### config.mk
export PLATFORM = sky130hd
export DESIGN_NAME = block_bitmap_allocator
export DESIGN_NICKNAME = d
export VERILOG_FILES = /design/src/bba_pkg.sv /design/src/bba_ram.sv /design/src/bba_ctrl.sv /design/src/bba_dpath.sv /design/src/block_bitmap_allocator.sv
export SDC_FILE = /design/constraint.sdc
export NUM_CORES = 2
export LEC_CHECK = 0
export ABC_AREA = 1
export BUFFER_PORTS_ARGS = -buffer_cell sky130_fd_sc_hd__buf_2
export CORE_ASPECT_RATIO = 2
export CORE_MARGIN = 8
export CORE_UTILIZATION = 33
export CTS_BUF_LIST = sky130_fd_sc_hd__clkbuf_16
export DETAILED_ROUTE_END_ITERATION = 8
export GPL_ROUTABILITY_DRIVEN = 0
export MAX_ROUTING_LAYER = met4
export PLACE_DENSITY = 0.5
export SLEW_MARGIN = 20
export SYNTH_ARGS = -nofsm -noshare
export SYNTH_HDL_FRONTEND = slang
export SYNTH_SLANG_ARGS = --single-unit
export TNS_END_PERCENT = 50
### constraint.sdc
create_clock -name clk -period 16.4 [get_ports clk]
set_input_delay 0.82 -clock clk [delete_from_list [all_inputs] [get_ports clk]]
set_output_delay 0.82 -clock clk [all_outputs]
set_load 0.02 [all_outputs]
### src/bba_pkg.sv
`timescale 1ns / 1ps
// ----------------------------------------------------------------------------
// bba_pkg
// Shared constants, codes and controller/datapath types of the first-fit
// bitmap allocator.
// ----------------------------------------------------------------------------
package bba_pkg;

    // bitmap geometry
    localparam int ENTRIES  = 1024;
    localparam int WORD_W   = (ENTRIES < 64) ? ENTRIES : 64;
    localparam int WORDS    = ENTRIES / WORD_W;
    localparam int PTR_W    = (WORDS > 1) ? $clog2(WORDS) : 1;
    localparam int BIT_W    = $clog2(WORD_W);

    // field widths
    localparam int COUNT_W  = 11;
    localparam int INDEX_W  = 10;
    localparam int STATUS_W = 2;
    localparam int CMP_W    = ($clog2(ENTRIES) + 1 > COUNT_W) ?
                              ($clog2(ENTRIES) + 1) : COUNT_W;

    // register port
    localparam int PADDR_W  = 3;
    localparam int PDATA_W  = 32;
    localparam logic REG_ENTRY_COUNT = 1'b0;
    localparam logic [COUNT_W-1:0] ENTRY_COUNT_RST = 11'd1024;

    localparam logic [COUNT_W-1:0] COUNT_MAX = '1;

    // operation codes
    localparam logic FUNC_ALLOC = 1'b0;
    localparam logic FUNC_FREE  = 1'b1;

    // status codes
    localparam logic [STATUS_W-1:0] ST_OK    = 2'd0;
    localparam logic [STATUS_W-1:0] ST_FULL  = 2'd1;
    localparam logic [STATUS_W-1:0] ST_RANGE = 2'd2;

    typedef enum logic [1:0] {
        S_IDLE,
        S_READ,
        S_SCAN,
        S_PUT
    } state_t;

    typedef struct packed {
        logic load;
        logic read;
        logic scan;
        logic put;
    } dp_cmd_t;

    typedef struct packed {
        logic done;
        logic out_free;
    } dp_sts_t;

endpackage

### src/bba_ram.sv
`timescale 1ns / 1ps
// ----------------------------------------------------------------------------
// bba_ram
// Simple dual-port RAM: one write port, one read port with registered data.
// ----------------------------------------------------------------------------
module bba_ram #(
    parameter int WIDTH = 64,
    parameter int DEPTH = 16
) (
    input  logic                                   clk,
    input  logic                                   we,
    input  logic [((DEPTH > 1) ? $clog2(DEPTH) : 1)-1:0] waddr,
    input  logic [WIDTH-1:0]                       wdata,
    input  logic                                   re,
    input  logic [((DEPTH > 1) ? $clog2(DEPTH) : 1)-1:0] raddr,
    output logic [WIDTH-1:0]                       rdata
);

    logic [WIDTH-1:0] mem [DEPTH];

    always_ff @(posedge clk)
    begin
        if (we)
        begin
            mem[waddr] <= wdata;
        end
        if (re)
        begin
            rdata <= mem[raddr];
        end
    end

endmodule

### src/bba_ctrl.sv
`timescale 1ns / 1ps
// ----------------------------------------------------------------------------
// bba_ctrl
// Sequencer of the allocator: accept, first read, word scan, result hand-off.
// ----------------------------------------------------------------------------
module bba_ctrl
    import bba_pkg::*;
(
    input  logic    clk,
    input  logic    rst_n,
    input  logic    in_valid,
    output logic    in_stall,
    output dp_cmd_t cmd,
    input  dp_sts_t sts
);

    state_t state_reg;
    state_t state_next;

    always_ff @(posedge clk or negedge rst_n)
    begin
        if (!rst_n)
        begin
            state_reg <= S_IDLE;
        end
        else
        begin
            state_reg <= state_next;
        end
    end

    always_comb
    begin
        state_next = state_reg;
        case (state_reg)
            S_IDLE:
            begin
                if (in_valid)
                begin
                    state_next = S_READ;
                end
            end
            S_READ:
            begin
                state_next = S_SCAN;
            end
            S_SCAN:
            begin
                if (sts.done)
                begin
                    state_next = S_PUT;
                end
            end
            S_PUT:
            begin
                if (sts.out_free)
                begin
                    state_next = S_IDLE;
                end
            end
            default:
            begin
                state_next = S_IDLE;
            end
        endcase
    end

    always_comb
    begin
        cmd      = '0;
        in_stall = 1'b1;
        case (state_reg)
            S_IDLE:
            begin
                in_stall = 1'b0;
                cmd.load = in_valid;
            end
            S_READ:
            begin
                cmd.read = 1'b1;
            end
            S_SCAN:
            begin
                cmd.scan = 1'b1;
            end
            S_PUT:
            begin
                cmd.put = sts.out_free;
            end
            default:
            begin
                in_stall = 1'b1;
            end
        endcase
    end

endmodule

### src/bba_dpath.sv
`timescale 1ns / 1ps
// ----------------------------------------------------------------------------
// bba_dpath
// Bitmap word RAM, word scan with priority encoder, in-use counter and
// output register.
// ----------------------------------------------------------------------------
module bba_dpath
    import bba_pkg::*;
(
    input  logic                clk,
    input  logic                rst_n,
    input  dp_cmd_t             cmd,
    output dp_sts_t             sts,
    input  logic [COUNT_W-1:0]  entry_count,
    input  logic                func,
    input  logic [INDEX_W-1:0]  entry_index,
    output logic                out_valid,
    input  logic                out_stall,
    output logic [INDEX_W-1:0]  alloc_index,
    output logic [STATUS_W-1:0] status,
    output logic [COUNT_W-1:0]  free_count
);

    logic                func_reg;
    logic [INDEX_W-1:0]  idx_reg;
    logic [PTR_W-1:0]    ptr_reg;
    logic [PTR_W-1:0]    ptr_next;
    logic [COUNT_W-1:0]  used_count_reg;
    logic [COUNT_W-1:0]  used_count_next;
    logic [WORDS-1:0]    row_valid_reg;
    logic                rd_valid_reg;
    logic [INDEX_W-1:0]  res_index_reg;
    logic [STATUS_W-1:0] res_status_reg;
    logic                out_valid_reg;
    logic [INDEX_W-1:0]  alloc_index_reg;
    logic [STATUS_W-1:0] status_reg;
    logic [COUNT_W-1:0]  free_count_reg;

    logic [CMP_W-1:0]    ec_ext;
    logic [CMP_W-1:0]    n_eff;
    logic [CMP_W-1:0]    base;
    logic [CMP_W-1:0]    next_base;
    logic [CMP_W-1:0]    full_idx;
    logic [CMP_W-1:0]    in_idx_ext;
    logic [CMP_W-1:0]    idx_ext;
    logic [CMP_W-1:0]    used_ext;
    logic [WORD_W-1:0]   rd_data;
    logic [WORD_W-1:0]   word;
    logic [WORD_W-1:0]   in_range;
    logic [WORD_W-1:0]   free_bits;
    logic [WORD_W-1:0]   wdata;
    logic [BIT_W-1:0]    hit_pos;
    logic                hit;
    logic                last;
    logic                free_ok;
    logic                done;
    logic                we;
    logic                rd_en;
    logic [PTR_W-1:0]    rd_addr;

    // effective entry count, limited to the bitmap size
    assign ec_ext     = CMP_W'(entry_count);
    assign n_eff      = (ec_ext > CMP_W'(ENTRIES)) ? CMP_W'(ENTRIES) : ec_ext;
    assign base       = CMP_W'(ptr_reg) << BIT_W;
    assign next_base  = base + CMP_W'(WORD_W);
    assign in_idx_ext = CMP_W'(entry_index);
    assign idx_ext    = CMP_W'(idx_reg);
    assign used_ext   = CMP_W'(used_count_reg);

    // rows never written read as all free
    assign word = rd_data & {WORD_W{rd_valid_reg}};

    always_comb
    begin
        for (int j = 0; j < WORD_W; j++)
        begin
            in_range[j] = (base + CMP_W'(j)) < n_eff;
        end
    end

    assign free_bits = ~word & in_range;
    assign hit       = |free_bits;

    // lowest free bit of the word
    always_comb
    begin
        hit_pos = '0;
        for (int j = WORD_W - 1; j >= 0; j--)
        begin
            if (free_bits[j])
            begin
                hit_pos = BIT_W'(j);
            end
        end
    end

    assign full_idx = base + CMP_W'(hit_pos);
    assign last     = (next_base >= n_eff) || (ptr_reg == PTR_W'(WORDS - 1));
    assign free_ok  = idx_ext < n_eff;
    assign done     = (func_reg == FUNC_FREE) || hit || last;

    assign we    = cmd.scan && ((func_reg == FUNC_FREE) ? free_ok : hit);
    assign wdata = (func_reg == FUNC_FREE) ?
                   (word & ~(WORD_W'(1) << idx_ext[BIT_W-1:0])) :
                   (word | (WORD_W'(1) << hit_pos));

    // next word is fetched while the current one is examined
    assign rd_en   = cmd.read || (cmd.scan && !done);
    assign rd_addr = cmd.read ? ptr_reg : (ptr_reg + PTR_W'(1));

    bba_ram #(
        .WIDTH (WORD_W),
        .DEPTH (WORDS)
    ) u_map (
        .clk   (clk),
        .we    (we),
        .waddr (ptr_reg),
        .wdata (wdata),
        .re    (rd_en),
        .raddr (rd_addr),
        .rdata (rd_data)
    );

    always_comb
    begin
        ptr_next = ptr_reg;
        if (cmd.load)
        begin
            ptr_next = (func == FUNC_FREE) ? in_idx_ext[BIT_W +: PTR_W] : '0;
        end
        else if (cmd.scan && !done)
        begin
            ptr_next = ptr_reg + PTR_W'(1);
        end
    end

    always_comb
    begin
        used_count_next = used_count_reg;
        if (cmd.scan && done)
        begin
            if (func_reg == FUNC_ALLOC)
            begin
                if (hit && (used_count_reg != COUNT_MAX))
                begin
                    used_count_next = used_count_reg + COUNT_W'(1);
                end
            end
            else if (free_ok && (used_count_reg != '0))
            begin
                used_count_next = used_count_reg - COUNT_W'(1);
            end
        end
    end

    always_ff @(posedge clk or negedge rst_n)
    begin
        if (!rst_n)
        begin
            used_count_reg <= '0;
            row_valid_reg  <= '0;
            out_valid_reg  <= 1'b0;
        end
        else
        begin
            used_count_reg <= used_count_next;
            if (we)
            begin
                row_valid_reg[ptr_reg] <= 1'b1;
            end
            if (cmd.put)
            begin
                out_valid_reg <= 1'b1;
            end
            else if (!out_stall)
            begin
                out_valid_reg <= 1'b0;
            end
        end
    end

    always_ff @(posedge clk)
    begin
        ptr_reg <= ptr_next;
        if (cmd.load)
        begin
            func_reg <= func;
            idx_reg  <= entry_index;
        end
        if (rd_en)
        begin
            rd_valid_reg <= row_valid_reg[rd_addr];
        end
        if (cmd.scan && done)
        begin
            if (func_reg == FUNC_FREE)
            begin
                res_index_reg  <= '0;
                res_status_reg <= free_ok ? ST_OK : ST_RANGE;
            end
            else
            begin
                res_index_reg  <= hit ? full_idx[INDEX_W-1:0] : '0;
                res_status_reg <= hit ? ST_OK : ST_FULL;
            end
        end
        if (cmd.put)
        begin
            alloc_index_reg <= res_index_reg;
            status_reg      <= res_status_reg;
            free_count_reg  <= (n_eff > used_ext) ? COUNT_W'(n_eff - used_ext) : '0;
        end
    end

    assign sts.done     = done;
    assign sts.out_free = !out_valid_reg || !out_stall;

    assign out_valid   = out_valid_reg;
    assign alloc_index = alloc_index_reg;
    assign status      = status_reg;
    assign free_count  = free_count_reg;

    a_status_code: assert property (@(posedge clk) disable iff (!rst_n)
        out_valid_reg |-> (status_reg == ST_OK || status_reg == ST_FULL ||
                           status_reg == ST_RANGE))
        else $error("result carries an undefined status code");

    a_alloc_in_range: assert property (@(posedge clk) disable iff (!rst_n)
        (cmd.scan && func_reg == FUNC_ALLOC && hit) |-> (full_idx < n_eff))
        else $error("allocated entry beyond the entry count");

    a_count_stable: assert property (@(posedge clk) disable iff (!rst_n)
        !(cmd.scan && done) |=> $stable(used_count_reg))
        else $error("in-use count moved outside a completing scan");

    a_no_overwrite: assert property (@(posedge clk) disable iff (!rst_n)
        cmd.put |-> !(out_valid_reg && out_stall))
        else $error("pending result overwritten");

    a_rw_rows_differ: assert property (@(posedge clk) disable iff (!rst_n)
        (rd_en && we) |-> (rd_addr != ptr_reg))
        else $error("read and write hit the same bitmap row");

endmodule

### src/block_bitmap_allocator.sv
`timescale 1ns / 1ps
// ----------------------------------------------------------------------------
// block_bitmap_allocator
// First-fit allocator over a 1024-entry bitmap with an in-use counter.
//
// Input channel (in_valid / in_stall) carries func and entry_index: func
// allocate takes the lowest free entry below entry_count, func free releases
// entry_index. Each transaction gives one result on the output channel
// (out_valid / out_stall): alloc_index, status and the free count after it.
// The bitmap sits in a 16 x 64-bit RAM; allocation walks it one word per
// cycle through a priority encoder. A transaction passes the read, scan
// and put states from acceptance to result, scan covering k words (1 for
// free, 1 to 16 for allocate), and the next one is taken the cycle after
// the result is registered. A result waiting in the output register does
// not block the next transaction until its own result is due. Under
// out_stall the result holds until taken. Reset clears the bitmap at once
// through per-row valid bits (no clearing pass), zeroes the in-use count
// and sets entry_count to 1024. entry_count lies at APB address 0; the
// user must write it only while idle, which the block does not enforce.
// ----------------------------------------------------------------------------
module block_bitmap_allocator
    import bba_pkg::*;
(
    input  logic                clk,
    input  logic                rst_n,
    // register port
    input  logic                psel,
    input  logic                penable,
    input  logic                pwrite,
    input  logic [PADDR_W-1:0]  paddr,
    input  logic [PDATA_W-1:0]  pwdata,
    output logic [PDATA_W-1:0]  prdata,
    output logic                pready,
    // request channel
    input  logic                in_valid,
    output logic                in_stall,
    input  logic                func,
    input  logic [INDEX_W-1:0]  entry_index,
    // result channel
    output logic                out_valid,
    input  logic                out_stall,
    output logic [INDEX_W-1:0]  alloc_index,
    output logic [STATUS_W-1:0] status,
    output logic [COUNT_W-1:0]  free_count
);

    logic [COUNT_W-1:0] entry_count_reg;
    logic               cfg_wr;
    dp_cmd_t            cmd;
    dp_sts_t            sts;

    assign pready = 1'b1;
    assign cfg_wr = psel && penable && pwrite && (paddr[2] == REG_ENTRY_COUNT);
    assign prdata = (paddr[2] == REG_ENTRY_COUNT) ? PDATA_W'(entry_count_reg) : '0;

    always_ff @(posedge clk or negedge rst_n)
    begin
        if (!rst_n)
        begin
            entry_count_reg <= ENTRY_COUNT_RST;
        end
        else if (cfg_wr)
        begin
            entry_count_reg <= pwdata[COUNT_W-1:0];
        end
    end

    bba_ctrl u_ctrl (
        .clk      (clk),
        .rst_n    (rst_n),
        .in_valid (in_valid),
        .in_stall (in_stall),
        .cmd      (cmd),
        .sts      (sts)
    );

    bba_dpath u_dpath (
        .clk         (clk),
        .rst_n       (rst_n),
        .cmd         (cmd),
        .sts         (sts),
        .entry_count (entry_count_reg),
        .func        (func),
        .entry_index (entry_index),
        .out_valid   (out_valid),
        .out_stall   (out_stall),
        .alloc_index (alloc_index),
        .status      (status),
        .free_count  (free_count)
    );

endmodule

==> out/qor.json <==
{
  "timing.critical_path.max_delay_family": "simple AND/OR/NAND/NOR gates",
  "placed_cell_area_sq_mm": 0.0523,
  "worstSetupPathType": "reg2reg",
  "pin_count": 111,
  "cap_viol_max_count": 0,
  "number_of_flip_flops_under_the_largest_register_name": 1024,
  "crit_fanout": 16,
  "ys_ff_latch": 1180,
  "clock_sinks": 1180,
  "ir_drop_mv": 0.137,
  "synth-edff-count": 1139,
  "timing.final.hold_violations": 0,
  "worst_skew_pair.late_latency_ps": 700,
  "num_vias": 33565,
  "layout_setup_ws_ps": 8440,
  "max_slew.worst_pin.slew_ps": 1100,
  "mappedNetlistArea_sq_mm": 0.0498,
  "synth_area_leaders": "sky130_fd_sc_hd__edfxtp_1, sky130_fd_sc_hd__o21ai_0, sky130_fd_sc_hd__nor2_1",
  "timing.critical_path.to": "u_dpath.u_map.mem[9][2]",
  "fp.dieArea_sq_mm": 0.164,
  "grt_antenna_before_repair": 2,
  "worstSetupPathDepth": 80,
  "clock_skew_ps": 27.5,
  "pwr-share-clk_pct": 22.2,
  "postSynth.topFlopCell": "sky130_fd_sc_hd__edfxtp_1",
  "chipWidth_microns": 291,
  "final_cell_count_no_fill": 6090,
  "design.core.area_sq_mm": 0.150,
  "slew-limit-headroom_pct": 26.1,
  "post_synthesis_sequential_area_ratio_pct": 70.7,
  "max_freq_ghz": 0.126,
  "critPathMaxStageDelay_ps": 600,
  "synthesis.instances": 4092,
  "timing.reg2reg.worst_path_depth": 80,
  "num-nets-final": 4183,
  "die_height_microns": 565,
  "synthToLayoutAreaGrowth_pct": 11.3,
  "cts-root-to-sink-buffers": 3,
  "root_buffer": "sky130_fd_sc_hd__clkbuf_16",
  "fp-row-count": 201,
  "outcome": "completed",
  "grt_max_degree": 222,
  "ys_types": 47,
  "ys_async_sr_fraction_pct": 3.47,
  "grt_usage_pct": 19.1,
  "start_util_pct": 33.2,
  "global_route_wire_length_before_repair_microns": 227000,
  "drt_pre_antenna_iters": 8,
  "post_drt_via_cell_ratio": 5.51,
  "remaining_number_of_nets_flagged_by_the_antenna_check_after_routing": 0,
  "combinational_power_share_pct": 37.5,
  "detail_route.iter0.violations": 2869,
  "timing.critical_path.slowest_stage_cell": "sky130_fd_sc_hd__nand2_1",
  "post-dp-hpwl_microns": 87000,
  "cts_tree": "built",
  "r2r_setup_slack_ps": 8440,
  "final_max_slew_viol_count": 0,
  "totalNegativeSetupSlack_ps": 0,
  "timing.hold.worst.start": "entry_index[4]",
  "startpoint_type_of_the_worst_setup_path": "flop",
  "detail_route.drc_violations": 0,
  "cpMostUsedCell": "sky130_fd_sc_hd__nand2_1",
  "postLayoutCoreUtil_pct": 37.0,
  "route.detailed.wl_per_inst_microns": 25.9,
  "dpl_worst_slack_ps": 8630,
  "yosys_warnings": 0,
  "power.internal_mw": 6.32,
  "post-route-period-util_pct": 48.5,
  "sw_frac_of_total_pct": 40.2,
  "unrepaired_setup_endpoints_after_global_routing": "false",
  "avgSynthCellArea_sq_um": 12.2,
  "r2r-start": "entry_count_reg[1]",
  "worst-path-buf-inv": 4,
  "finalSetupViolations": 0,
  "worst_ep_required_time_ps": 16790,
  "postLayoutCellArea_sq_mm": 0.0555,
  "areal_power_density_over_the_cells_mw_per_mm2": 191,
  "global_route.overflow_total": 0,
  "crit_arrival_ps": 8350,
  "path_clk_slew_ps": 70,
  "numPortBuffers": 65,
  "post_route_cells_drive_above_1_share_pct": 9.25,
  "hold_path_class": "in2reg",
  "power.leakage_nw": 18.7,
  "p_seq_share_pct": 40.2,
  "grt_pass1_vias": 33157,
  "finalCriticalPeriod_ps": 7960,
  "placed_cells": 5906,
  "synth_top_cell_area_share_pct": 68.7,
  "synth_top_cell_by_area": "sky130_fd_sc_hd__edfxtp_1",
  "cts_made_buffers": 98,
  "switching_power_mw": 4.25,
  "h-tree-depth": 3,
  "post-cts-setup-buffers": 0,
  "timing.critical_path.to_type": "flop",
  "route.final.wire_length_microns": 158000,
  "cp-startpoint": "entry_count_reg[1]",
  "r2r_end": "u_dpath.u_map.mem[9][2]"
}
## routing by layer
layer / up-vias / part of all wire [%] / track usage [%]
li1: 14958 / - / -
met1: 17150 / 38 / 20.8
met2: 1112 / 53 / 34.9
met3: 345 / 4.9 / 2.34
met4: 0 / 4.4 / 8.24
met5: - / 0 / -
## final cells by class
type	count	area, sq um
repair buffers	140	923
clock inverters	82	659
clock buffers	99	2480
fillers	14541	94400
flip-flops and latches	1180	35200
well taps	1928	2410
diodes	1	2.50
multi-input cells	2456	13000
inverters	204	793
## cell usage in the layout (no fill, tap or decap), types with 17 or more instances in the layout
| cell type | count |
|---|---|
| sky130_fd_sc_hd__o211ai_1 | 96 |
| sky130_fd_sc_hd__dfrtp_1 | 40 |
| sky130_fd_sc_hd__buf_2 | 65 |
| sky130_fd_sc_hd__clkbuf_16 | 99 |
| sky130_fd_sc_hd__clkinv_1 | 22 |
| sky130_fd_sc_hd__a21oi_1 | 52 |
| sky130_fd_sc_hd__clkinv_2 | 20 |
| sky130_fd_sc_hd__conb_1 | 22 |
| sky130_fd_sc_hd__nor2_1 | 670 |
| sky130_fd_sc_hd__o21bai_1 | 31 |
| sky130_fd_sc_hd__ha_1 | 48 |
| sky130_fd_sc_hd__o22ai_1 | 70 |
| sky130_fd_sc_hd__edfxtp_1 | 1139 |
| sky130_fd_sc_hd__o221ai_1 | 191 |
| sky130_fd_sc_hd__nand3_1 | 148 |
| sky130_fd_sc_hd__nand2_1 | 360 |
| sky130_fd_sc_hd__nor2_2 | 22 |
| sky130_fd_sc_hd__buf_4 | 72 |
| sky130_fd_sc_hd__nor2_4 | 17 |
| sky130_fd_sc_hd__inv_1 | 201 |
| sky130_fd_sc_hd__o21ai_0 | 587 |
| sky130_fd_sc_hd__nor3_1 | 34 |
## synthesized netlist by cell type (3+ instances only)
cell / instances
sky130_fd_sc_hd__o211ai_1: 96
sky130_fd_sc_hd__nand4_2: 3
sky130_fd_sc_hd__a211oi_1: 7
sky130_fd_sc_hd__o221ai_1: 191
sky130_fd_sc_hd__o22ai_1: 70
sky130_fd_sc_hd__buf_2: 9
sky130_fd_sc_hd__nand3_2: 9
sky130_fd_sc_hd__xnor2_1: 3
sky130_fd_sc_hd__a21oi_1: 53
sky130_fd_sc_hd__nor2_2: 19
sky130_fd_sc_hd__inv_1: 186
sky130_fd_sc_hd__nand4_1: 16
sky130_fd_sc_hd__edfxtp_1: 1139
sky130_fd_sc_hd__clkinv_1: 3
sky130_fd_sc_hd__a31oi_1: 3
sky130_fd_sc_hd__buf_4: 23
sky130_fd_sc_hd__o21ai_0: 588
sky130_fd_sc_hd__nand2_4: 3
sky130_fd_sc_hd__nand3_1: 148
sky130_fd_sc_hd__dfrtp_1: 40
sky130_fd_sc_hd__inv_2: 14
sky130_fd_sc_hd__nor2_1: 689
sky130_fd_sc_hd__ha_1: 48
sky130_fd_sc_hd__xor2_1: 13
sky130_fd_sc_hd__or2_2: 14
sky130_fd_sc_hd__nand2_2: 3
sky130_fd_sc_hd__buf_1: 5
sky130_fd_sc_hd__o21bai_1: 31
sky130_fd_sc_hd__nand2_1: 362
sky130_fd_sc_hd__nor3_1: 34
sky130_fd_sc_hd__o21ai_1: 13
sky130_fd_sc_hd__clkbuf_1: 235
## worst min path at each step
stage                                  end  slack [ps]  cells after the start
global placement         u_dpath.status[0]         410                      0
floorplan           u_dpath.alloc_index[0]         400                      0
finish                  u_dpath.idx_reg[4]         300                      1
detailed placement       u_dpath.status[1]         410                      0
global route            u_dpath.idx_reg[3]         280                      1
CTS                     u_dpath.idx_reg[4]         240                      1
## power groups by stage
stage               logic (mW)  registers (mW)  clock network [mW]
detailed placement        3.99            4.32                   0
CTS                       3.99            4.25                2.39
finish                    3.96            4.25                2.35
floorplan                 2.45            4.28                   0
global placement          3.94            4.31                   0
global route              4.35            4.27                2.48
## what timing repair did
action	in CTS	in global routing
hold buffers	1	0
endpoints found under the hold margin	6	0
resized for setup	0	0
## worst reg2reg max path, delay by kind of cell, from the launching register on
kind | cells | cell delay, ps
compound gates | 1 | 210
fa+ha+maj | 1 | 340
buf+inv | 4 | 530
flops | 1 | 450
simple gates | 74 | 6090
## cells by family after synthesis
kind of cell    Yosys count  synth area share [%]
xor+xnor                 16                 0.281
fa+ha+maj                50                  1.29
other cells               2                0.0151
simple gates           1305                  10.8
compound gates         1063                  13.1
flops                  1180                  70.7
buf+inv                 476                  3.79
## through the flow
stage               hold WS (ps)  power [mW]
CTS                          245        10.6
detailed placement           405        8.31
global placement             407        8.26
finish                       299        10.6
floorplan                    400        6.73
global route                 278        11.1
No activity file was read; power rests on OpenSTA's default activity.
